===== src/design/cps_div.sv =====
// ----------------------------------------------------------------------------
// cps_div
// Pipelined restoring divider, one quotient bit per stage, round half away.
// ----------------------------------------------------------------------------
module cps_div #(
    parameter int NW   = 52,
    parameter int DENW = 34,
    parameter int QB   = 19
) (
    input  logic                clk,
    input  logic                en,
    input  logic signed [NW-1:0] num,
    input  logic [DENW-1:0]     den,
    output logic signed [QB:0]  quo
);

    logic [NW-1:0]   rem_reg [QB+1];
    logic [DENW-1:0] den_reg [QB+1];
    logic            neg_reg [QB+1];
    logic [QB-1:0]   q_reg   [QB+1];
    logic signed [QB:0] quo_reg;

    // sign and magnitude
    always_ff @(posedge clk)
    begin
        if (en)
        begin
            rem_reg[0] <= num[NW-1] ? NW'(-num) : NW'(num);
            den_reg[0] <= den;
            neg_reg[0] <= num[NW-1];
            q_reg[0]   <= '0;
        end
    end

    // one quotient bit per stage, most significant first
    for (genvar k = 1; k <= QB; k++)
    begin : g_step
        logic [NW-1:0] trial;
        logic          take;

        always_comb
        begin
            trial = NW'(den_reg[k-1]) << (QB - k);
            take  = rem_reg[k-1] >= trial;
        end

        always_ff @(posedge clk)
        begin
            if (en)
            begin
                rem_reg[k] <= take ? rem_reg[k-1] - trial : rem_reg[k-1];
                den_reg[k] <= den_reg[k-1];
                neg_reg[k] <= neg_reg[k-1];
                q_reg[k]   <= q_reg[k-1] | (take ? (QB'(1) << (QB - k)) : '0);
            end
        end
    end

    // round to nearest on the remainder, restore the sign
    logic [QB:0] qmag;
    always_comb
    begin
        qmag = {1'b0, q_reg[QB]}
             + (({rem_reg[QB], 1'b0} >= (NW+1)'(den_reg[QB])) ? (QB+1)'(1) : '0);
    end

    always_ff @(posedge clk)
    begin
        if (en)
        begin
            quo_reg <= neg_reg[QB] ? -$signed(qmag) : $signed(qmag);
        end
    end

    assign quo = quo_reg;

endmodule


===== config.mk =====
export PLATFORM = sky130hd
export DESIGN_NAME = cps_div
export DESIGN_NICKNAME = d
export VERILOG_FILES = /design/src/design/cps_div.sv
export SDC_FILE = /design/constraint.sdc
export NUM_CORES = 2
export LEC_CHECK = 0
export ABC_CLOCK_PERIOD_IN_PS = 4500
export BUFFER_PORTS_ARGS = -buffer_cell sky130_fd_sc_hd__buf_4
export CORE_MARGIN = 3
export CORE_UTILIZATION = 45
export DETAILED_ROUTE_END_ITERATION = 16
export HOLD_SLACK_MARGIN = 0.06
export SYNTH_ARGS = -nofsm -noshare
export SYNTH_HDL_FRONTEND = slang
export SYNTH_SLANG_ARGS = --single-unit

===== constraint.sdc =====
create_clock -name clk -period 4.5 [get_ports clk]
set_input_delay 0.9 -clock clk [delete_from_list [all_inputs] [get_ports clk]]
set_output_delay 0.9 -clock clk [all_outputs]
set_load 0.03 [all_outputs]

Word level (Yosys, flattened, before mapping)
Memories as Yosys holds them, arrays and structs flattened.
Cells that the tools add are included.
- word-level logic and storage cells: 109
- RAM bits: 2120
- flip-flop bits (word level): 20
- input bits: 88
- memories: 4
- output and inout port bits: 20
- memories (name ; depth ; bits a word ; read ports ; clocked after Yosys merged registers in ; write ports ; line ; source):
    rem_reg ; 20 ; 52 ; 20 ; 0 ; 20 ; 17 ; logic [NW-1:0] rem_reg [QB+1];
    den_reg ; 20 ; 34 ; 20 ; 0 ; 20 ; 18 ; logic [DENW-1:0] den_reg [QB+1];
    q_reg ; 20 ; 19 ; 20 ; 0 ; 20 ; 20 ; logic [QB-1:0] q_reg [QB+1];
    neg_reg ; 20 ; 1 ; 20 ; 0 ; 20 ; 19 ; logic neg_reg [QB+1];
- multiplexer cells: 43
- bitwise logic cells: 19
- add/subtract/negate cells: 22
- $lt $le $gt $ge: 20
- operators by type and width (cell ; number):
    two-way mux 52 bit ; 20
    >= comparator 53 x 34 -> 1 bit ; 1
    >= comparator 52 x 34 -> 1 bit ; 1
    >= comparator 52 x 35 -> 1 bit ; 1
    >= comparator 52 x 36 -> 1 bit ; 1
    >= comparator 52 x 37 -> 1 bit ; 1
    >= comparator 52 x 38 -> 1 bit ; 1
    >= comparator 52 x 39 -> 1 bit ; 1
    >= comparator 52 x 40 -> 1 bit ; 1
    >= comparator 52 x 41 -> 1 bit ; 1
    >= comparator 52 x 42 -> 1 bit ; 1
    >= comparator 52 x 43 -> 1 bit ; 1
    >= comparator 52 x 44 -> 1 bit ; 1
    >= comparator 52 x 45 -> 1 bit ; 1
    >= comparator 52 x 46 -> 1 bit ; 1
    >= comparator 52 x 47 -> 1 bit ; 1
    >= comparator 52 x 48 -> 1 bit ; 1
    >= comparator 52 x 49 -> 1 bit ; 1
    >= comparator 52 x 50 -> 1 bit ; 1
    >= comparator 52 x 51 -> 1 bit ; 1
    >= comparator 52 bit ; 1
    negator 52 bit ; 1
    subtractor 52 x 34 -> 52 bit ; 1
    subtractor 52 x 35 -> 52 bit ; 1
    other kinds (58) ; 61

Longest topological paths before layout
An unclocked memory read counts as a cell.
- depth after elaboration: 6
- mapped depth: 24
- mapped depth without buffers: 24

Worst setup path before layout
Ideal clock, no wire load.
- path type: register -> register
- start point: memory rem_reg[19][0]
- end point: register quo_reg[18] (netlist: quo[18]) (data pin)
- data required time: 4238 ps
- stages on the path, launching flop included: 22
- setup slack: 105 ps
- buffers on the path: 0
- arrival: 4134 ps
- setup time: 262 ps
- clock period less this slack: 4395 ps
- cell sequence: edfxtp_1 ha_1 nor2b_1 o21a_1 o21a_1 o21ai_0 nand2b_1 a21oi_1 o21ai_0 a41oi_1 o41a_1 o21ai_0 ha_1 ha_1 and3_1 nand3_1 nor4_1 and2_1 xnor2_1 or3b_2 a21oi_1 xnor2_1
- RTL lines (item ; line ; source):
    start: declaration ; 17 ;
    end signal: assignment ; 71 ; quo_reg <= neg_reg[QB] ? -$signed(qmag) : $signed(qmag);
    end: declaration ; 21 ; logic signed [QB:0] quo_reg;

==> metrics.md <==
| Metric | Value |
|---|---|
| Final TNS setup | -0.341 ns |
| Crit path launch type | register |
| Hold_buf cts | 0 |
| Worst Max-Slew Pin Slew | 1.39 ns |
| Global placement routability congestion | 1.01 |
| Max Clk Rate | 217 MHz |
| Async S/R FF share, synth | 0% |
| Number of synthesized register bits | 1950 |
| Net Count, Synth | 10900 |
| Die footprint | 249000 um^2 |
| RSZ-0062 raised after global routing | true |
| Vias in the first global route | 80600 |
| Min-Delay Path Class | in2reg |
| Largest register FFs | 1040 |
| Post-synth top flop | edfxtp_1 |
| Final hold violation count | 0 |
| P per Cell Area | 642 nW/um^2 |
| Via count | 76800 |
| CTS Buffer Depth | 3 |
| CTS clk-pin slew, worst paths | 0.06 ns |
| NetSw | 29.6 mW |
| Max H-tree Level | 4 |
| Worst R2R Start | rem_reg[19][0] |
| Starting Density | 45.4% |
| Routed WL | 277000 um |
| Area of the core | 241000 um^2 |
| Status | finished with violations |
| Die width | 499 um |
| Rel. slew slack | 7.01% |
| Worst R2R End | quo[5] |
| Slew Limit Fails | 0 |
| Yosys top cell by area | edfxtp_1 |
| Clock power share | 21.9% |
| Critical path type | reg2reg |
| Area Overhead vs Synth | 13.2% |
| Cells after Synth | 10100 |
| Skew final | 0.0503 ns |
| Detailed Route Iter0 Violations | 3933 |
| Final Worst Setup Slack | -0.106 ns |
| Int Power | 50.0 mW |
| Gr ovfl total | 0 |
| Layout cell share with drive strength beyond 1 | 9.40% |
| Clock Sinks | 1950 |
| Top cell by count, worst path | buf_4 |
| Worst reg-to-reg setup slack | -0.11 ns |
| CP Capture Type | register |
| Minimum clock period | 4.61 ns |
| CTS tree | built |
| DRC | 0 |
| Largest net degree at the start of global routing | 149 |
| Hold Path Depth | 1 |
| Post-DRT Antenna Nets | 0 |
| Arrival time worst endpoint | 5.22 ns |
| CP startpoint | rem_reg[19][0] |
| Multi-input logic area | 47000 um^2 |
| DIE HEIGHT | 499 um |
| Sw Share | 37.2% |
| Yosys top cell area share | 53.4% |
| Post-synth top cells | edfxtp_1 (1950), a21oi_1 (865), inv_1 (862) |
| Syn Area/Cell | 10.9 um^2 |
| Dpl hpwl | 218000 um |
| R2R depth | 28 |
| Final #Nets | 11300 |
| Final Setup Violations | 7 |
| CTS Buf Count | 218 |
| Critical-path top delay cell | edfxtp_1 |
| Power Total | 79.7 mW |
| Fill cells | 21000 |
| Clk_lat worst skew | 0.87 ns |
| Vias per cell | 5.54 |
| Post-synth EDFFs | 1950 |
| Number of max-cap violations | 0 |
| Num rows | 180 |
| First-pass GRT wire length | 432000 um |
| Required @ worst endpoint | 5.11 ns |
| Crit-path max FO | 2 |
| Avg WL per Cell | 20.0 um |
| I/O pin count | 108 |
| Synthesis warning total | 0 |
| Area contributors post-synth | edfxtp_1 (53%), ha_1 (7.8%), a21oi_1 (4.0%) |
| IO buf count | 107 |
| Min-Delay Endpoint | den_reg[0][20] |
| Violated checks | negative setup slack |
| Max VDD drop | 352 uV |
| All-Layer GR Usage | 21.9% |
| Gate power share | 42.4% |
| Sequential element share of the synthesized area | 53.4% |
| Crit share post-route | 102% |
| Min-delay src | den[20] |
| Flop pwr share | 35.7% |
| Initial antenna violation count | 4 |
| Sequential standard cell area | 58600 um^2 |
| Synthesized cell area | 110000 um^2 |
| P_leak | 48.8 nW |
| Yosys cell types | 96 |
| Clk root buf | clkbuf_16 |
| Critical Path Max Stage Delay | 0.37 ns |
| Fin util | 51.4% |
| First-pass DRT Iterations | 9 |
| Count leader, synth | edfxtp_1 |
[worst max-delay path: cells and delay by family (launching register included)]
| kind | cells | cell delay (ns) |
|---|---|---|
| compound gates | 8 | 1.26 |
| xor+xnor | 2 | 0.27 |
| fa+ha+maj | 3 | 0.62 |
| buf+inv | 10 | 1.25 |
| flops | 1 | 0.37 |
| simple gates | 5 | 0.56 |
[metrics by stage]
| step | hold WS (ns) | worst slack [ns] | instance area [um^2] | instances |
|---|---|---|---|---|
| floorplan | 0.400 | 0.105 | 110000 | 10100 |
| global placement | 0.400 | -0.923 | 116000 | 13400 |
| detailed placement | 0.405 | -0.835 | 116000 | 13400 |
| CTS | 0.0942 | -0.238 | 124000 | 13800 |
| global route | 0.125 | -0.433 | 124000 | 13900 |
| finish | 0.194 | -0.106 | 124000 | 13900 |
[final cells by class]
class / count / share of cell area (%)
flip-flops and latches: 1950 / 47.2
clock buffers: 265 / 4.54
clock inverters: 141 / 1.17
multi-input cells: 6959 / 37.9
repair buffers: 474 / 3.29
well taps: 3185 / 3.21
inverters: 866 / 2.62
diodes: 11 / 0.0222
[cells in the final DEF, fill, tap and decap left out, drive strengths merged, types with 22 or more instances in the layout]
master	instances
buf	474
or4	44
a21o	370
or2	35
clkinv	112
clkbuf	265
and4	27
o21bai	90
and2	40
nor3	148
nor2	607
nand3	167
a211oi	67
o41ai	23
and3	67
xnor2	448
nand2b	118
mux2	80
or3	71
a21boi	25
nor2b	105
o21a	96
nand2	842
nand4	164
o211ai	49
xor2	364
ha	683
edfxtp	1950
o31a	26
nand4b	22
inv	870
o31ai	79
nor4	106
o21ai	763
a21oi	865
a31oi	76
[cells by family (layout without fill, tap and decap cells)]
| family | Yosys count | count (layout) | synth area share, % |
|---|---|---|---|
| AND/OR/NAND/NOR | 2633 | 2633 | 11.7 |
| other | 0 | 11 | 0 |
| multiplexers | 84 | 84 | 0.890 |
| XOR/XNOR | 812 | 812 | 6.49 |
| AO/OA/AOI/OAI | 2728 | 2728 | 15.3 |
| adder cells (fa/ha/maj) | 702 | 702 | 8.15 |
| buffers and inverters | 1166 | 1746 | 4.02 |
| flip-flops | 1950 | 1950 | 53.4 |
[routing by layer]
metal	track usage (%)	wire length (um)
met1	18.9	89200
met2	45.1	158000
met3	2.48	7440
met4	16.2	22800
met5	0	0
[how the worst max path moves through the flow]
stage                         end  slack [ns]  depth (start not counted)
after floorplan           quo[18]        0.10                         21
after CTS                 quo[19]       -0.24                         24
after global placement    quo[19]       -0.92                         27
after global routing      quo[19]       -0.43                         24
final                      quo[5]       -0.11                         28
after detailed placement  quo[19]       -0.83                         26
[power groups by stage]
stage	Clock (mW)	Combinational (mW)	Sequential, mW
2_1_floorplan	0	23.9	27.8
4_1_cts	18.0	33.6	28.4
6_report	17.5	33.8	28.4
5_1_grt	18.8	37.3	28.8
3_3_place_gp	0	32.9	28.7
3_5_place_dp	0	33.5	28.7
[what timing repair did]
action	4_1_cts	5_1_grt
resized for setup	52	16
pin swaps	32	13
endpoints found under the setup margin	35	20
setup buffers	17	4
Power figures use the tool's default switching activity.
