### src/design/cps_delay.sv
// ----------------------------------------------------------------------------
// cps_delay
// Enabled shift line that keeps side data aligned with the pipeline.
// ----------------------------------------------------------------------------
module cps_delay #(
    parameter int WD = 8,
    parameter int D  = 2
) (
    input  logic          clk,
    input  logic          rst_n,
    input  logic          en,
    input  logic [WD-1:0] din,
    output logic [WD-1:0] dout
);

    logic [WD-1:0] tap_reg [D];

    // shift on every enabled cycle
    always_ff @(posedge clk or negedge rst_n)
    begin
        if (!rst_n)
        begin
            for (int i = 0; i < D; i++)
            begin
                tap_reg[i] <= '0;
            end
        end
        else if (en)
        begin
            tap_reg[0] <= din;
            for (int i = 1; i < D; i++)
            begin
                tap_reg[i] <= tap_reg[i-1];
            end
        end
    end

    assign dout = tap_reg[D-1];

endmodule

### config.mk
export PLATFORM = sky130hd
export DESIGN_NAME = cps_delay
export DESIGN_NICKNAME = d
export VERILOG_FILES = /design/src/design/cps_delay.sv
export SDC_FILE = /design/constraint.sdc
export NUM_CORES = 1
export LEC_CHECK = 0
export ABC_AREA = 1
export BUFFER_PORTS_ARGS = -buffer_cell sky130_fd_sc_hd__buf_2
export CORE_MARGIN = 4
export CORE_UTILIZATION = 39
export DETAILED_ROUTE_END_ITERATION = 7
export GPL_TIMING_DRIVEN = 0
export SLEW_MARGIN = 30
export SYNTH_ARGS = -nofsm -noshare
export SYNTH_HDL_FRONTEND = slang
export SYNTH_SLANG_ARGS = --single-unit
### constraint.sdc
create_clock -name clk -period 0.96 [get_ports clk]
set_clock_uncertainty 0.1 [all_clocks]
set_input_delay 0.096 -clock clk [delete_from_list [all_inputs] [get_ports clk]]
set_output_delay 0.096 -clock clk [all_outputs]
set_load 0.05 [all_outputs]
Word level (Yosys, flattened, before mapping)
Cells that the tools add are included.
{ "totals": {"register_bits": 16, "inputBits": 11, "out_inout_bits": 8, "wordCells": 2} }

Longest topological paths before layout
Gate-level depths: netlist of the first run.
{ "depth": {"word_depth": 0, "mapped_depth": 5, "ltp_nobuf": 3} }

Least setup slack after synthesis of the first run
No wires, ideal clock.
{ "synth_path": {"path_kind": "reg2out", "start": "reg tap_reg (netlist bit dout[0])", "end": "out dout[0]", "arrival_ns": 0.549, "t_required_ns": 0.764, "setup_slack_ns": 0.215, "path_stages_with_launch": 2, "path_buffers": 1, "path_cell_list": "dfrtp_1 buf_4"} }
{ "synth_lines": {"columns": ["element", "line", "source"], "rows": [
  ["from (decl)", "16", "logic [WD-1:0] tap_reg [D];"],
  ["from (signal, indexed assignment)", "33", "tap_reg[i] <= tap_reg[i-1];"],
  ["to (decl)", "13", "output logic [WD-1:0] dout"]
]} }
No word-level cell between the ends.

Final worst setup path of the first run
{ "layout_path": {"start": "reg tap_reg (netlist bit dout[5])", "end": "out dout[5]"} }
No word-level cell between the ends.

==> results of run 1 <==
## power by group
group | internal, uW | switching [uW]
combinational | 234 | 252
sequential | 741 | 49.3
clock | 230 | 205
## worst max-delay path by stage
stage	slack, ns	startpoint	end	cells after the start
after CTS	-0.10	dout[5]$_DFFE_PN0P_	dout[5]	1
final	-0.09	dout[5]$_DFFE_PN0P_	dout[5]	1
after global placement	0.07	dout[2]$_DFFE_PN0P_	dout[2]	2
after floorplan	0.22	dout[0]$_DFFE_PN0P_	dout[0]	1
after global routing	-0.13	dout[6]$_DFFE_PN0P_	dout[6]	1
after detailed placement	0.07	dout[3]$_DFFE_PN0P_	dout[3]	2
## metrics by stage
step | instances | area, sq um
2_1_floorplan | 76 | 737
3_3_place_gp | 118 | 853
3_5_place_dp | 118 | 853
4_1_cts | 131 | 1060
5_1_grt | 131 | 1060
6_report | 131 | 1060
## cell type report
type,instances,area (sq um)
timing repair buffer,34,320
clock buffer,4,36.3
buffer,3,42.5
fill,166,699
multi-input combinational,48,223
sequential,16,400
tap,25,31.3
inverter,1,11.3
## cells in the final DEF, fill, tap and decap left out, drive strengths merged
cell type	synthesis	routed
buf	11	26
nand2	48	48
clkbuf	0	4
dfrtp	16	16
inv	1	1
dlygate4sd3	0	11
## routing by layer
metal,global-route usage [%],routed length [um]
met5,0,0
met4,6.55,0
met3,2.62,55
met2,17.6,602
met1,14.9,565
## Yosys cell counts (all sizes together)
cell type	instances	area share, %
dfrtp	16	54
nand2	48	30
buf	11	14
inv	1	1.5
## logic make-up (layout without fill, tap and decap cells)
group	Yosys count	count (layout)	synth area share, %
buffers and inverters	12	42	15.5
DFF	16	16	54.3
and+or+nand+nor	48	48	30.2
## repair_timing
| item | 4_1_cts | 5_1_grt |
|---|---|---|
| setup buffers | 6 | 0 |
| hold endpoints to repair | 27 | 6 |
| hold buffers | 11 | 1 |
| gates resized for setup | 24 | 0 |
| cloned | 0 | 0 |
| setup endpoints to repair | 8 | 14 |
==> results.tsv, run 1 <==
stage	metric	value	unit
critical_path	worst-endpoint-arrival	0.85	ns
timing	fin_crit_sh	109	%
power_and_ir_drop	p_leak	0.000557	uW
critical_path	worstReg2RegEnd	dout[3]$_DFFE_PN0P_	
critical_path	worstPathRequired	0.76	ns
synthesis	synthesis.nets	87	
final_layout	final_util	60.4	%
timing	fmax	957	MHz
critical_path	r2r_slack	0.11	ns
critical_path	cp_slowest_stage_delay	0.41	ns
clock_network	h-tree-depth	1	
floorplan	die-height	51.5	um
clock_network	cts_buffer_depth	2	
critical_path	r2r_cells	3	
final_layout	synthToLayoutAreaGrowth	44.5	%
worst_hold_path	holdPathStages	4	
critical_path	critical_path_class	reg2out	
floorplan	ios	19	
timing	worst_slack	-0.0851	ns
worst_hold_path	min_to	tap_reg[12]$_DFFE_PN0P_	
global_routing	grt_usage	11.6	%
final_layout	antenna_cells	0	
power_and_ir_drop	finalPower	1710	uW
critical_path	path_cells	buf_8	
route	wire_per_inst	9.34	um
timing	setup_viol	8	
outcome	violations	setup timing	
critical_path	critical_path_peak_fanout	2	
global_routing	grt_max_degree	17	
worst_hold_path	min_from	en	
clock_network	cts_tree	done	
clock_network	cts_root_buf	clkbuf_4	
synthesis	synth_cells	76	
timing	timing.slew.headroom	77.0	%
floorplan	core	0.00176	sq mm
synthesis	yosysSeqAreaShare	54.3	%
final_layout	fin_nets	118	
floorplan	fp.dieW	51.5	um
critical_path	end_kind	primary output	
global_routing	antenna_found_initial	0	
floorplan	die-area	0.00265	sq mm
route	drt_pass1_iterations	2	
timing	tightestPinTransition	0.346	ns
critical_path	crit_buf_inv	1	
worst_hold_path	hp-class	in2reg	
route	vias	525	
placed_design	globalplace.congestion	0.654	
route	final_antenna_net_count	0	
route	drc	0	
synthesis	ys_warn_count	0	
timing	rsz0062_at_grt	yes	
synthesis	yosysUniqueCellTypes	7	
timing	period_minus_slack	1.05	ns
critical_path	slowest_stage	dfrtp_1	
timing	final.setup.tns	-0.647	ns
clock_network	clk_latency	0.28	ns
placed_design	port_buffers	17	
outcome	run_status	finished, violations left	
route	via_per_inst	4.01	
power_and_ir_drop	peakVddDrop	773	uV
global_routing	grt_pass1_vias	509	
global_routing	grt_pass1_wl	2210	um
flow_run	drv_cap	0	
route	routed_wl	1220	um
timing	whs	0.0862	ns
synthesis	ys_seq_elements	16	
clock_network	numCtsBuffers	3	
placed_design	dp_slack	0.0714	ns
synthesis	synth_area	737	sq um
critical_path	critPathLaunchType	register	
global_routing	grt-ovfl-total	0	
timing	final_max_slew_viol_count	0	
floorplan	rows	15	
critical_path	r2r-start	dout[3]$_DFFE_PN0P_	
clock_network	clock_sinks	16	
clock_network	path_clk_slew	0.09	ns
power_and_ir_drop	p_per_area	1610	mW/mm^2
final_layout	drive_gt1_share	45.3	%
synthesis	synth_area_per_cell	9.70	sq um
timing	hold_viol	0	
critical_path	path_delay_family	flip-flops	
placed_design	hpwl	808	um
route	drt-initial-drc-count	5	
floorplan	initial_core_util	41.8	%
Note: power is estimated with default switching activity, not from simulation.
==> inputs of run 2 (changes only) <==
- CAP_MARGIN: unset -> 20
- clock period: 0.96 -> 0.9 ns (I/O delays scaled with it)
==> run 2 against run 1 <==
The run still ends with setup timing left. Clock power up 7.8%. Setup slack worse by 0.058 ns. Via count down 3.0%. Utilization unchanged. Critical path depth unchanged. Clock-buffer cell count unchanged. Wire length up 2.5%. Worst hold slack worse by 0.0072 ns. Sequential cell count unchanged. Sequential power up 6.7%. Non-clock buffer count unchanged.
==> results.tsv, run 2 (synthesis results as in run 1) <==
stage	metric	value	unit	change
outcome	run_status	finished, violations left		
outcome	violations	setup timing		
global_routing	grt_usage	11.6	%	unchanged
critical_path	worstReg2RegEnd	dout[3]$_DFFE_PN0P_		
route	wire_per_inst	9.58	um	+2.5%
placed_design	port_buffers	17		unchanged
critical_path	end_kind	primary output		
placed_design	hpwl	808	um	unchanged
clock_network	cts_tree	done		
timing	fmax	959	MHz	
floorplan	core	0.00176	sq mm	unchanged
critical_path	critPathLaunchType	register		
power_and_ir_drop	p_per_area	1720	mW/mm^2	+7.0%
critical_path	worstPathRequired	0.71	ns	-0.05 ns
power_and_ir_drop	peakVddDrop	845	uV	+9.4%
timing	rsz0062_at_grt	yes		
route	final_antenna_net_count	0		unchanged
final_layout	fin_nets	118		unchanged
final_layout	antenna_cells	0		unchanged
placed_design	globalplace.congestion	0.654		unchanged
placed_design	dp_slack	0.0174	ns	-0.0540 ns
power_and_ir_drop	p_leak	0.000557	uW	unchanged
floorplan	die-area	0.00265	sq mm	unchanged
route	via_per_inst	3.89		-3.0%
global_routing	grt_max_degree	17		unchanged
timing	tightestPinTransition	0.347	ns	+0.00122 ns
clock_network	clk_latency	0.28	ns	about the same
critical_path	cp_slowest_stage_delay	0.41	ns	about the same
clock_network	path_clk_slew	0.09	ns	about the same
route	drc	0		unchanged
clock_network	clock_sinks	16		unchanged
timing	fin_crit_sh	116	%	
timing	worst_slack	-0.143	ns	-0.0579 ns
clock_network	cts_buffer_depth	2		unchanged
global_routing	grt_pass1_wl	2240	um	+0.95%
floorplan	rows	15		unchanged
floorplan	initial_core_util	41.8	%	unchanged
timing	setup_viol	15		+7
floorplan	die-height	51.5	um	unchanged
critical_path	path_delay_family	flip-flops		
critical_path	path_cells	buf_8		
final_layout	final_util	60.4	%	unchanged
final_layout	final_cell_mix	31 x nand2_1, 17 x nand2_2, 16 x dfrtp_1, 11 x dlygate4sd3_1, 9 x buf_2		
timing	hold_viol	0		unchanged
timing	final.setup.tns	-1.36	ns	-0.716 ns
route	drt-initial-drc-count	6		+1
final_layout	drive_gt1_share	45.3	%	unchanged
route	vias	509		-3.0%
worst_hold_path	holdPathStages	4		unchanged
global_routing	grt-ovfl-total	0		unchanged
timing	timing.slew.headroom	76.9	%	-0.082 points
floorplan	ios	19		unchanged
worst_hold_path	min_from	en		
critical_path	r2r_slack	0.05	ns	-0.06 ns
route	drt_pass1_iterations	3		+1
placed_design	placed_cell_area	853	sq um	unchanged
critical_path	r2r_cells	3		unchanged
final_layout	design_area	0.00106	sq mm	unchanged
critical_path	slowest_stage	dfrtp_1		
clock_network	h-tree-depth	1		unchanged
flow_run	drv_cap	0		unchanged
critical_path	critical_path_class	reg2out		
final_layout	synthToLayoutAreaGrowth	44.5	%	unchanged
worst_hold_path	hp-class	in2reg		
critical_path	r2r-start	dout[3]$_DFFE_PN0P_		
timing	period_minus_slack	1.04	ns	
critical_path	worst-endpoint-arrival	0.85	ns	about the same
global_routing	grt_pass1_vias	506		-0.59%
final_layout	final_common_cell	nand2_1		
critical_path	critical_path_peak_fanout	2		unchanged
clock_network	numCtsBuffers	3		unchanged
floorplan	fp.dieW	51.5	um	unchanged
critical_path	crit_buf_inv	1		unchanged
global_routing	antenna_found_initial	0		unchanged
route	routed_wl	1260	um	+2.5%
power_and_ir_drop	finalPower	1830	uW	+7.0%
worst_hold_path	min_to	tap_reg[12]$_DFFE_PN0P_		
timing	final_max_slew_viol_count	0		unchanged
clock_network	cts_root_buf	clkbuf_4		
[run 2: cell counts in the layout (fill, tap and decap cells not counted)]
Identical to the previous run, type by type.
[run 2: area by class of cell]
class | count | area (sq um)
Clock buffer | 4 | 36.3
Multi-Input combinational cell | 48 | 223
Sequential cell | 16 | 400
Tap cell | 25 | 31.3
Inverter | 1 | 11.3
Fill cell | 168 | 699
Timing Repair Buffer | 34 | 320
Buffer | 3 | 42.5
[run 2: per-stage QoR]
stage | instances | hold WS [ns]
2_1_floorplan | 76 | -0.306
3_3_place_gp | 118 | -0.0730
3_5_place_dp | 118 | -0.0787
4_1_cts | 130 | -0.0483
5_1_grt | 131 | 0.0777
6_report | 131 | 0.0790
[run 2: repair_timing]
item / in CTS / in global routing
hold buffers: 10 / 2
buffers inserted: 6 / 0
gates resized for setup: 24 / 0
setup endpoints to repair: 8 / 12
endpoints found under the hold margin: 27 / 6
[run 2: routing by layer]
layer  GRT usage (%)  up-vias  part of all wire (%)
met3            2.62        0                   4.4
met2            17.6       10                    47
li1                -      277                     -
met1            14.9      222                    49
met4            6.55        0                     0
met5               0        -                     0
[run 2: where the power goes]
part	switching (uW)	internal [uW]	total, uW
logic	270	250	520
clock network	223	246	469
registers	52.7	790	843
total	546	1290	1830
[run 2: how the worst max path moves through the flow]
stage / start / endpoint / slack, ns / cells past startpoint
CTS: dout[5]$_DFFE_PN0P_ / dout[5] / -0.16 / 1
global route: dout[6]$_DFFE_PN0P_ / dout[6] / -0.18 / 1
floorplan: dout[0]$_DFFE_PN0P_ / dout[0] / 0.16 / 1
detailed placement: dout[3]$_DFFE_PN0P_ / dout[3] / 0.02 / 2
global placement: dout[2]$_DFFE_PN0P_ / dout[2] / 0.02 / 2
finish: dout[2]$_DFFE_PN0P_ / dout[2] / -0.14 / 1
[run 2: worst min-delay path: stages]
cell     delay [ns]
buf_6          0.10
buf_6          0.14
nand2_1        0.05
nand2_1        0.05
