## config.mk

```make
export PLATFORM = sky130hd
export DESIGN_NAME = cps_isqrt
export DESIGN_NICKNAME = d
export VERILOG_FILES = /design/src/design/cps_isqrt.sv
export SDC_FILE = /design/constraint.sdc
export NUM_CORES = 1
export LEC_CHECK = 0
export BUFFER_PORTS_ARGS = -buffer_cell sky130_fd_sc_hd__buf_4
export CAP_MARGIN = 20
export CELL_PAD_IN_SITES_DETAIL_PLACEMENT = 1
export CELL_PAD_IN_SITES_GLOBAL_PLACEMENT = 1
export CORE_MARGIN = 5
export CORE_UTILIZATION = 53
export DETAILED_ROUTE_END_ITERATION = 8
export GPL_TIMING_DRIVEN = 1
export PLACE_DENSITY_LB_ADDON = 0.12
export SETUP_SLACK_MARGIN = 0.15
export SLEW_MARGIN = 30
export SYNTH_ARGS = -nofsm -noshare
export SYNTH_HDL_FRONTEND = slang
export SYNTH_SLANG_ARGS = --single-unit
```

## constraint.sdc

```tcl
create_clock -name clk -period 3.7 [get_ports clk]
set_clock_uncertainty 0.1 [all_clocks]
set_input_delay 0.185 -clock clk [delete_from_list [all_inputs] [get_ports clk]]
set_output_delay 0.185 -clock clk [all_outputs]
set_load 0.05 [all_outputs]
```

## src/design/cps_isqrt.sv

```systemverilog
// ----------------------------------------------------------------------------
// cps_isqrt
// Pipelined floor integer square root, one result bit per stage.
// ----------------------------------------------------------------------------
module cps_isqrt #(
    parameter int NB = 17
) (
    input  logic            clk,
    input  logic            en,
    input  logic [2*NB-1:0] rad,
    output logic [NB-1:0]   root
);

    logic [2*NB-1:0] v_reg   [NB+1];
    logic [2*NB-1:0] res_reg [NB+1];

    // launch
    always_ff @(posedge clk)
    begin
        if (en)
        begin
            v_reg[0]   <= rad;
            res_reg[0] <= '0;
        end
    end

    // digit-by-digit steps, bit weight falls by a factor of four each stage
    for (genvar k = 1; k <= NB; k++)
    begin : g_step
        logic [2*NB:0] trial;
        logic          take;

        always_comb
        begin
            trial = (2*NB+1)'(res_reg[k-1]) + ((2*NB+1)'(1) << (2 * (NB - k)));
            take  = (2*NB+1)'(v_reg[k-1]) >= trial;
        end

        always_ff @(posedge clk)
        begin
            if (en)
            begin
                v_reg[k]   <= take ? v_reg[k-1] - trial[2*NB-1:0] : v_reg[k-1];
                res_reg[k] <= take ? (res_reg[k-1] >> 1) + ((2*NB)'(1) << (2 * (NB - k)))
                                   : res_reg[k-1] >> 1;
            end
        end
    end

    assign root = res_reg[NB][NB-1:0];

endmodule

```

Yosys cells after proc, flatten, opt, wreduce, memory -nomap -nowiden
Memories as Yosys holds them, arrays and structs flattened.
Cells that the tools add are included.
{"block": "classes", "magnitude_cmp": 17, "n_addsub": 51, "mux": 36}
{"op": "2-to-1 mux 34 bit", "count": 34}
{"op": ">= comparator 34 x 35 -> 1 bit", "count": 17}
{"op": "subtractor 34 bit", "count": 17}
{"op": "adder 34 x 1 -> 35 bit (second input constant)", "count": 1}
{"op": "adder 34 x 11 -> 35 bit (second input constant)", "count": 1}
{"op": "adder 34 x 13 -> 35 bit (second input constant)", "count": 1}
{"op": "adder 34 x 15 -> 35 bit (second input constant)", "count": 1}
{"op": "adder 34 x 17 -> 35 bit (second input constant)", "count": 1}
{"op": "adder 34 x 19 -> 35 bit (second input constant)", "count": 1}
{"op": "adder 34 x 21 -> 35 bit (second input constant)", "count": 1}
{"op": "adder 34 x 23 -> 35 bit (second input constant)", "count": 1}
{"op": "adder 34 x 25 -> 35 bit (second input constant)", "count": 1}
{"op": "adder 34 x 27 -> 35 bit (second input constant)", "count": 1}
{"op": "adder 34 x 29 -> 35 bit (second input constant)", "count": 1}
{"op": "adder 34 x 3 -> 35 bit (second input constant)", "count": 1}
{"op": "adder 34 x 31 -> 35 bit (second input constant)", "count": 1}
{"op": "adder 34 x 33 -> 35 bit (second input constant)", "count": 1}
{"op": "adder 34 x 5 -> 35 bit (second input constant)", "count": 1}
{"op": "adder 34 x 7 -> 35 bit (second input constant)", "count": 1}
{"op": "adder 34 x 9 -> 35 bit (second input constant)", "count": 1}
{"op": "adder 33 x 1 -> 34 bit (second input constant)", "count": 1}
{"op": "adder 33 x 11 -> 34 bit (second input constant)", "count": 1}
{"op": "adder 33 x 13 -> 34 bit (second input constant)", "count": 1}
{"op": "adder 33 x 15 -> 34 bit (second input constant)", "count": 1}
{"op": "14 further kinds", "count": 15}
{"block": "totals", "ram_bits": 1224, "out_inout_bits": 17, "inputBits": 36, "n_memories": 2, "reg_bits": 0}
{"memory": "res_reg", "depth": 18, "width": 34, "rd": 18, "rd_clocked_by_memory_dff": 0, "write_ports": 18, "line_no": "15", "rtl": "logic [2*NB-1:0] res_reg [NB+1];"}
{"memory": "v_reg", "depth": 18, "width": 34, "rd": 17, "rd_clocked_by_memory_dff": 0, "write_ports": 18, "line_no": "14", "rtl": "logic [2*NB-1:0] v_reg [NB+1];"}

Depth between registers and ports, before layout
Gate-level depths: netlist of run 1.
{"block": "depth", "depth_word": 3, "mapped_depth": 12, "ltp_nobuf": 11}

Worst setup path before layout of run 1
OpenSTA, ideal clock, no wires.
{"block": "synth_timing", "path_kind": "register to register", "startpoint": "memory v_reg[13][7] (netlist name)", "endpoint": "memory v_reg[14][27] (netlist name) (data pin)", "n_path_buf": 2, "path_stages_with_launch": 13, "t_arrival_ps": 2572, "required_time_ps": 3341, "path_slack_ps": 769, "path_cell_list": "edfxtp_1 > inv_1 > ha_1 > or4b_1 > o41a_1 > a311oi_1 > or4_1 > buf_2 > nor2b_4 > and4_4 > buf_6 > nand3_1 > xnor2_1"}
{"item": "start, declared", "line_no": "14"}

==> results of run 1 <==
## layer usage
metal | vias to the layer above | part of all wire
met1 | 10320 | 0.40
met4 | 2 | 0.042
met2 | 411 | 0.52
met5 | - | 0.00021
met3 | 181 | 0.038
li1 | 9754 | -
## through the flow
step	hold WS, ps	instances
6_report	14.71	3604
5_1_grt	11.97	3604
4_1_cts	6.239	3604
3_5_place_dp	264.6	3430
3_3_place_gp	263.4	3430
2_1_floorplan	183.9	2531
## logic make-up (layout without fill, tap and decap cells)
family	count (synthesis)	in the layout	share of synthesized area
AO/OA/AOI/OAI	445	445	0.08125
XOR/XNOR	212	212	0.05544
adder cells (fa/ha/maj)	166	166	0.06201
buffers and inverters	235	462	0.02701
flip-flops	731	731	0.6554
multiplexers	29	29	0.009451
AND/OR/NAND/NOR	713	713	0.1095
## worst reg2reg max path, cell delays in order (launching register included)
cell and delay [ps]:
edfxtp_1 410, or3_1 420, or3_1 390, or4_1 500, a211oi_1 380, and3b_2 430
buf_4 210, o21ai_0 240
## power by group through the flow
stage	Sequential [W]	Clock (W)	Combinational [W]
detailed placement	0.0112	0	0.00327
floorplan	0.0109	0	0.00229
finish	0.0111	0.00759	0.00336
CTS	0.0110	0.00769	0.00335
global placement	0.0112	0	0.00308
global route	0.0111	0.00815	0.00373
## timing repair
item | 4_1_cts | 5_1_grt
hold endpoints to repair | 34 | 0
setup endpoints to repair | 1 | 9
hold buffers | 34 | 0
gates resized for setup | 1 | 5
## area by class of cell
cell class              instances  area, um^2  share of cell area
clock buffers                 101        2059             0.05426
well taps                     846        1059             0.02789
clock inverters                39       377.9            0.009955
multi-input cells            1565       10680              0.2814
inverters                     205       769.5             0.02027
flip-flops and latches        731       21950              0.5783
repair buffers                117        1059             0.02789
## layout by cell type, fill, tap and decap left out, types with 8 or more instances in the layout
cell type / netlist / layout
inv_1: 204 / 204
edfxtp_1: 731 / 731
a211oi_1: 13 / 12
mux2_2: 21 / 21
a31oi_1: 11 / 11
nand2_1: 186 / 186
or4_1: 18 / 18
clkbuf_16: 0 / 79
nand2b_1: 37 / 37
xor2_1: 112 / 112
nand3_1: 24 / 24
o21a_1: 30 / 30
a21o_1: 43 / 43
buf_4: 1 / 75
o21ai_0: 134 / 134
ha_1: 166 / 166
nor4_1: 77 / 75
clkinv_2: 0 / 9
clkinv_1: 0 / 17
nor3_1: 75 / 73
nor2b_1: 26 / 26
a21oi_1: 128 / 128
nor2_1: 137 / 136
o31a_1: 9 / 9
nor4b_1: 10 / 10
nand4_1: 29 / 29
mux2i_1: 8 / 8
or3_1: 24 / 24
o211ai_1: 8 / 8
o31ai_1: 19 / 19
xnor2_1: 100 / 100
and2_1: 11 / 11
clkbuf_1: 17 / 22
and3_1: 13 / 13
dlygate4sd3_1: 0 / 34
or2_2: 17 / 17
## worst max-delay path by stage
stage | depth (start not counted) | to | start
floorplan | 12 | v_reg[14][27] | v_reg[13][7]
global placement | 9 | v_reg[13][24] | v_reg[12][11]
detailed placement | 9 | v_reg[9][32] | v_reg[8][19]
CTS | 9 | v_reg[9][32] | v_reg[8][19]
global route | 9 | v_reg[9][28] | v_reg[8][19]
finish | 7 | v_reg[13][15] | v_reg[12][27]
==> out/metrics.sh, run 1 <==
MAXCAPVIOLCOUNT=0
CRITPATHMOSTFREQUENTCELL='or3_1'
VDD_DROP_MAX_mV=0.5848
IOS=53
FINAL_CORE_UTIL=0.6039
RR_STARTPOINT='v_reg[12][27]'
CLOCK_LATENCY_OF_THE_LATER_CLOCKED_REGISTER_IN_THE_WORST_SKEW_PAIR_PS=630
GRT.MET2_USAGE=0.4352
CTS_ROOT_BUFFER='clkbuf_16'
DETAILEDPLACEMENTHPWL_MM=58.79
CRIT_PATH_CELLS='or3_1, or3_1, or4_1, a211oi_1, and3b_2, buf_4, o21ai_0'
POST-SYNTH-TOP-COUNT-CELL='edfxtp_1'
OUTCOME='finished, final reports clean'
YS_SEQ_ELEMENTS=731
YOSYS_WARNINGS=0
CLK_PIN_SLEW_PS=60
DESIGN.DIE.AREA_UM2=68320
DETAIL_ROUTE.DRC_VIOLATIONS=0
CTS.PATH.MAX_BUFFERS=3
POST_ROUTE_CELLS_DRIVE_ABOVE_1_SHARE=0.08666
FLOORPLAN.INITIALDENSITY=0.5329
FF2FF_SETUP_SLACK_PS=300
CTS_SINKS=731
SETUP.WORST_PATH.START_CLASS='flip-flop'
CPLARGESTDELAYFAMILY='simple AND/OR/NAND/NOR gates'
FINAL_WS_SETUP_PS=296.6
SETUP_VIOL=0
NNETSFINAL=2899
TIMING.REG2REG.WORST_PATH_DEPTH=7
DIE-HEIGHT_UM=261.4
ROWS=92
DRT_WL_TOTAL_MM=82.75
FIRST_ITER_VIOLATIONS=1286
TIMING.HOLD.WORST_ENDPOINT='v_reg[1][21]'
SYN2LAYOUT_AREA_GROWTH_PCT=13.32
SYN-NUM-NETS=2733
POST_SYNTH.CELL_AREA_AVG_UM2=13.23
FINALHOLDVIOLCOUNT=0
DELAY_OF_THE_SLOWEST_CELL_ON_THE_WORST_PATH_PS=500
CRIT-REG2REG-CAPTURE='v_reg[13][15]'
LEAKAGEPOWER_nW=14.37
CELL_INTERNAL_PWR_W=0.01600
PWR-SHARE-CLK=0.345
YS_ASYNC_SR_FRACTION=0
SYNTH_FLOP_CELL='edfxtp_1'
GRT_PASS1_WL_MM=127.8
WORST_SETUP_PATH_END_KIND='flip-flop'
SYNTH.CELLS.MOST_FREQUENT='edfxtp_1, inv_1, nand2_1'
MET1_USAGE=0.2898
PLACED_CELL_AREA_UM2=35150
ROUTEDWLPERCELL_UM=22.96
NUMPORTBUFFERS=52
SYNTH_EDF_COUNT=731
WORST_EP_REQUIRED_TIME_PS=3890
DRT_ANTENNA_NET_COUNT=0
WHS_PATH_DEPTH=1
P_COMB_FRAC=0.153
PROPORTION_OF_NETLIST_AREA_HELD_BY_THE_LARGEST_AREA_CONTRIBUTOR=0.6554
NUM_VIAS=20668
CRITICAL_PATH.SLOWEST_CELL='or4_1'
POST_SYNTH_INSTANCE_AREA_UM2=33490
FINALCRITPERIODSHARE=0.9198
CTS_H_TREE_DEPTH=3
SEQ_POWER_SHARE=0.502
POST_SYNTH_MAIN_AREA_CONTRIBUTORS='edfxtp_1, ha_1, xor2_1'
FINALMAXSLEWVIOLATIONS=0
SLEW_LIMIT_HEADROOM=0.4619
NUMCTSBUFFERS=77
COUNT_OF_MAPPED_CELLS_OUT_OF_SYNTHESIS=2531
WORSTPATHARRIVAL_PS=3600
FILLCELLCOUNT=6110
GRT_START_MAX_NET_PINS=95
DR_VIAS_CELL=5.735
TIMING.CRITICAL_PATH.FANOUT_MAX=11
YOSYSTOPAREACELL='edfxtp_1'
VIA_COUNT_OF_THE_FIRST_GLOBAL_ROUTING_PASS=22409
NETSWITCHINGPOWER_W=0.006007
SETUP.WORST_PATH.CLASS='reg -> reg'
GLOBALROUTETOTALUTIL=0.2421
POSTLAYOUTCELLAREA_UM2=37960
LARGEST_REGISTER_FFS=578
YS_SEQ_AREA_FRAC=0.6554
CLOCK.FMAX_GHz=0.2938
ROUTABILITYCONGESTION=0.8896
CTS_POST_SETUP_BUFFERS_INSERTED=0
WORSTHOLDSTART='en'
SYNTHDISTINCTLIBCELLS=73
FIN_TNS_SETUP_PS=0
MIN-DELAY-PATH-CLASS='in -> reg'
DRT_PASS1_ITERATIONS=7
WORST_PIN_SLEW_PS=807.2
GRT_OVERFLOW_TOTAL=0
GRT_ANTENNA_BEFORE_REPAIR=1
CORE_UM2=62850
MIN_PERIOD_PS=3403
FLOORPLAN.DIE.WIDTH_UM=261.4
MOST_USED_LAYER_GLOBAL_ROUTE='met2'
SWITCHING_SHARE=0.2730
ANTENNADIODECOUNT=0
PLACE_WORST_SETUP_SLACK_PS=190.7
CRITICAL_PATH.N_BUFFERS_INVERTERS=1
GR-USAGE-MET3=0.03818
TRITONCTS='done'
POWER.DENSITY_CELL_AREA_nW_PER_UM2=579.8
GRT_SETUP_UNREPAIRED='true'
POWER_W=0.02201
No activity file was read; power rests on OpenSTA's default activity.
==> run 2, diff against run 1 <==
--- a/config.mk
+++ b/config.mk
@@ -13,9 +13,9 @@
 export CORE_UTILIZATION = 53
 export DETAILED_ROUTE_END_ITERATION = 8
 export GPL_TIMING_DRIVEN = 1
-export PLACE_DENSITY_LB_ADDON = 0.12
+export PLACE_DENSITY_LB_ADDON = 0.1
 export SETUP_SLACK_MARGIN = 0.15
-export SLEW_MARGIN = 30
+export SLEW_MARGIN = 5
 export SYNTH_ARGS = -nofsm -noshare
 export SYNTH_HDL_FRONTEND = slang
 export SYNTH_SLANG_ARGS = --single-unit
==> constraint.sdc (replaced) <==
create_clock -name clk -period 3.5 [get_ports clk]
set_clock_uncertainty 0.1 [all_clocks]
set_input_delay 0.175 -clock clk [delete_from_list [all_inputs] [get_ports clk]]
set_output_delay 0.175 -clock clk [all_outputs]
set_load 0.05 [all_outputs]
==> run 2 against run 1 <==
  * Power grew 9.3%
  * Worst setup slack got worse by 100 ps
  * Fmax up 3.0%
  * Highest routed layer unchanged
  * Critical path depth stayed put
  * Register-to-register slack worse by 100 ps
  * Combinational power rose by 8.3%
  * Flip-flop and latch count stayed put
  * Cell count grew 0.31%
==> out/metrics.sh, run 2 (synthesis gave the netlist of run 1 again) <==
CTS_H_TREE_DEPTH=3  # unchanged
WORST_SETUP_PATH_END_KIND='flip-flop'  # unchanged
FILLCELLCOUNT=6119  # was 6,110
FINALCRITPERIODSHARE=0.9443  # was 0.9198
NETSWITCHINGPOWER_W=0.006569  # was 0.006007 W
DRT_ANTENNA_NET_COUNT=0  # unchanged
FLOORPLAN.INITIALDENSITY=0.5329  # unchanged
MAXCAPVIOLCOUNT=0  # unchanged
DETAIL_ROUTE.DRC_VIOLATIONS=0  # unchanged
WORSTPATHARRIVAL_PS=3520  # was 3600 ps
CRIT_PATH_CELLS='or3_1, or3_1, or4_1, a211oi_1, and3b_2, buf_4, o21ai_0'  # unchanged
VIA_COUNT_OF_THE_FIRST_GLOBAL_ROUTING_PASS=22290  # was 22,409
SYN2LAYOUT_AREA_GROWTH_PCT=14.51  # was 13.32%
SLEW_LIMIT_HEADROOM=0.2327  # was 0.4619
VDD_DROP_MAX_mV=0.4385  # was 0.5848 mV
PLACE_WORST_SETUP_SLACK_PS=17.81  # was 190.7 ps
DETAILEDPLACEMENTHPWL_MM=58.88  # was 58.79 mm
POWER.DENSITY_CELL_AREA_nW_PER_UM2=627.1  # was 579.8 nW/um^2
NUM_VIAS=20791  # was 20,668
FINAL_CELL_MIX='edfxtp_1, inv_1, nand2_1'  # unchanged
FINALHOLDVIOLCOUNT=0  # unchanged
SETUP_VIOL=0  # unchanged
POST_ROUTE_CELLS_DRIVE_ABOVE_1_SHARE=0.09967  # was 0.08666
HOLD_SLACK_PS=159.5  # was 14.71 ps
CRITICAL_PATH.SLOWEST_CELL='or4_1'  # unchanged
IOS=53  # unchanged
PWR-SHARE-CLK=0.363  # was 0.345
GRT_ANTENNA_BEFORE_REPAIR=2  # was 1
ROUTABILITYCONGESTION=0.8839  # was 0.8896
DELAY_OF_THE_SLOWEST_CELL_ON_THE_WORST_PATH_PS=490  # was 500 ps
SWITCHING_SHARE=0.2731  # was 0.2730
DESIGN.DIE.AREA_UM2=68320  # unchanged
NUMPORTBUFFERS=52  # unchanged
DRT_PASS1_ITERATIONS=5  # was 7
MIN_PERIOD_PS=3305  # was 3403 ps
DR_VIAS_CELL=5.751  # was 5.735
CTS_SINKS=731  # unchanged
MIN-DELAY-PATH-CLASS='in -> reg'  # unchanged
GLOBALROUTETOTALUTIL=0.2448  # was 0.2421
FINALMAXSLEWVIOLATIONS=0  # unchanged
CTS.PATH.MAX_BUFFERS=3  # unchanged
LEAKAGEPOWER_nW=14.54  # was 14.37 nW
FINAL_WS_SETUP_PS=195.1  # was 296.6 ps
FLOORPLAN.DIE.WIDTH_UM=261.4  # unchanged
TIMING.CRITICAL_PATH.FANOUT_MAX=12  # was 11
GRT_PASS1_WL_MM=128.8  # was 127.8 mm
GRT_START_MAX_NET_PINS=100  # was 95
P_COMB_FRAC=0.152  # was 0.153
WORST_EP_REQUIRED_TIME_PS=3720  # was 3890 ps
OUTCOME='finished, final reports clean'  # unchanged
CORE_UM2=62850  # unchanged
TRITONCTS='done'  # unchanged
CLK_PIN_SLEW_PS=60  # about the same
NNETSFINAL=2908  # was 2,899
GRT_SETUP_UNREPAIRED='true'  # unchanged
ROWS=92  # unchanged
MOST_FREQUENT_STANDARD_CELL_IN_THE_LAYOUT_EXCLUDING_FILL_AND_TAP_CELLS='edfxtp_1'  # unchanged
SETUP.WORST_PATH.START_CLASS='flip-flop'  # unchanged
CELL_INTERNAL_PWR_W=0.01748  # was 0.01600 W
NUMCTSBUFFERS=79  # was 77
SEQ_POWER_SHARE=0.485  # was 0.502
CLOCK_LATENCY_OF_THE_LATER_CLOCKED_REGISTER_IN_THE_WORST_SKEW_PAIR_PS=640  # was 630 ps
ROUTEDWLPERCELL_UM=23.31  # was 22.96 um
ANTENNADIODECOUNT=0  # unchanged
GRT_OVERFLOW_TOTAL=0  # unchanged
FIRST_ITER_VIOLATIONS=1447  # was 1,286
CLOCK.FMAX_GHz=0.3026  # was 0.2938 GHz
CRITPATHMOSTFREQUENTCELL='or3_1'  # unchanged
CTS_ROOT_BUFFER='clkbuf_16'  # unchanged
DRT_WL_TOTAL_MM=84.26  # was 82.75 mm
FIN_TNS_SETUP_PS=0  # unchanged
DIE-HEIGHT_UM=261.4  # unchanged
SETUP.WORST_PATH.CLASS='reg -> reg'  # unchanged
WORST_PIN_SLEW_PS=1142  # was 807.2 ps
LARGEST_REGISTER_FFS=578  # unchanged
-- run 2: cell count changes in the layout (fill, tap and decap cells not counted), moves of 6 or more --
| cell | before | now |
|---|---|---|
| bufinv_16 | 5 | 11 |
| clkbuf_1 | 22 | 16 |
| clkinv_2 | 9 | 18 |
| clkinv_1 | 17 | 7 |
| buf_4 | 75 | 81 |
-- run 2: path summary, 6_finish.rpt --
| check | start | end | slack [ps] | cells after the start |
|---|---|---|---|---|
| setup / recovery | v_reg[12][26] | v_reg[13][15] | 200 | 7 |
| hold reg to reg | v_reg[0][16] | v_reg[1][16] | 320 | 0 |
| hold / removal | rad[27] | v_reg[0][27] | 160 | 2 |
| setup reg to reg | v_reg[12][26] | v_reg[13][15] | 200 | 7 |
-- run 2: cell type report --
cell class | instances | area, um^2 | share of cell area
Clock buffer | 96 | 2062 | 0.05376
Clock inverter | 48 | 624.3 | 0.01628
Inverter | 205 | 769.5 | 0.02006
Multi-Input combinational cell | 1565 | 10780 | 0.2809
Sequential cell | 731 | 21950 | 0.5723
Tap cell | 846 | 1059 | 0.02760
Timing Repair Buffer | 124 | 1114 | 0.02903
-- run 2: power by group through the flow --
stage | Sequential [W] | Clock (W) | Combinational [W]
global route | 0.0118 | 0.00929 | 0.00401
floorplan | 0.0115 | 0 | 0.00242
finish | 0.0117 | 0.00874 | 0.00364
detailed placement | 0.0118 | 0 | 0.00349
global placement | 0.0118 | 0 | 0.00330
CTS | 0.0117 | 0.00885 | 0.00360
-- run 2: timing repair --
action / in CTS / in global routing
pin swaps: 0 / 5
setup buffers: 1 / 1
endpoints found under the hold margin: 99 / 0
gates resized for setup: 5 / 22
hold buffers: 35 / 0
setup endpoints to repair: 16 / 52
-- run 2: worst max-delay path, delay by kind of cell (launching register included) --
kind | cells | cell delay, ps
AND/OR/NAND/NOR | 4 | 1680
AO/OA/AOI/OAI | 2 | 540
flip-flops | 1 | 430
buffers and inverters | 1 | 240
-- run 2: metal layers --
layer,global-route usage,part of all wire,up-vias
met1,0.2927,0.40,10460
met3,0.04175,0.037,173
met4,0.09547,0.039,2
met5,0,0.00015,-
met2,0.4427,0.53,379
li1,-,-,9777
-- run 2: per-stage QoR --
step,cell area [um^2],power [W],utilization,cells
3_3_place_gp,35170,0.01508,0.5596,3434
2_1_floorplan,33490,0.01391,-,2531
3_5_place_dp,35170,0.01530,0.5596,3434
5_1_grt,38350,0.02506,0.6102,3615
6_report,38350,0.02405,0.6102,3615
4_1_cts,38240,0.02411,0.6084,3614
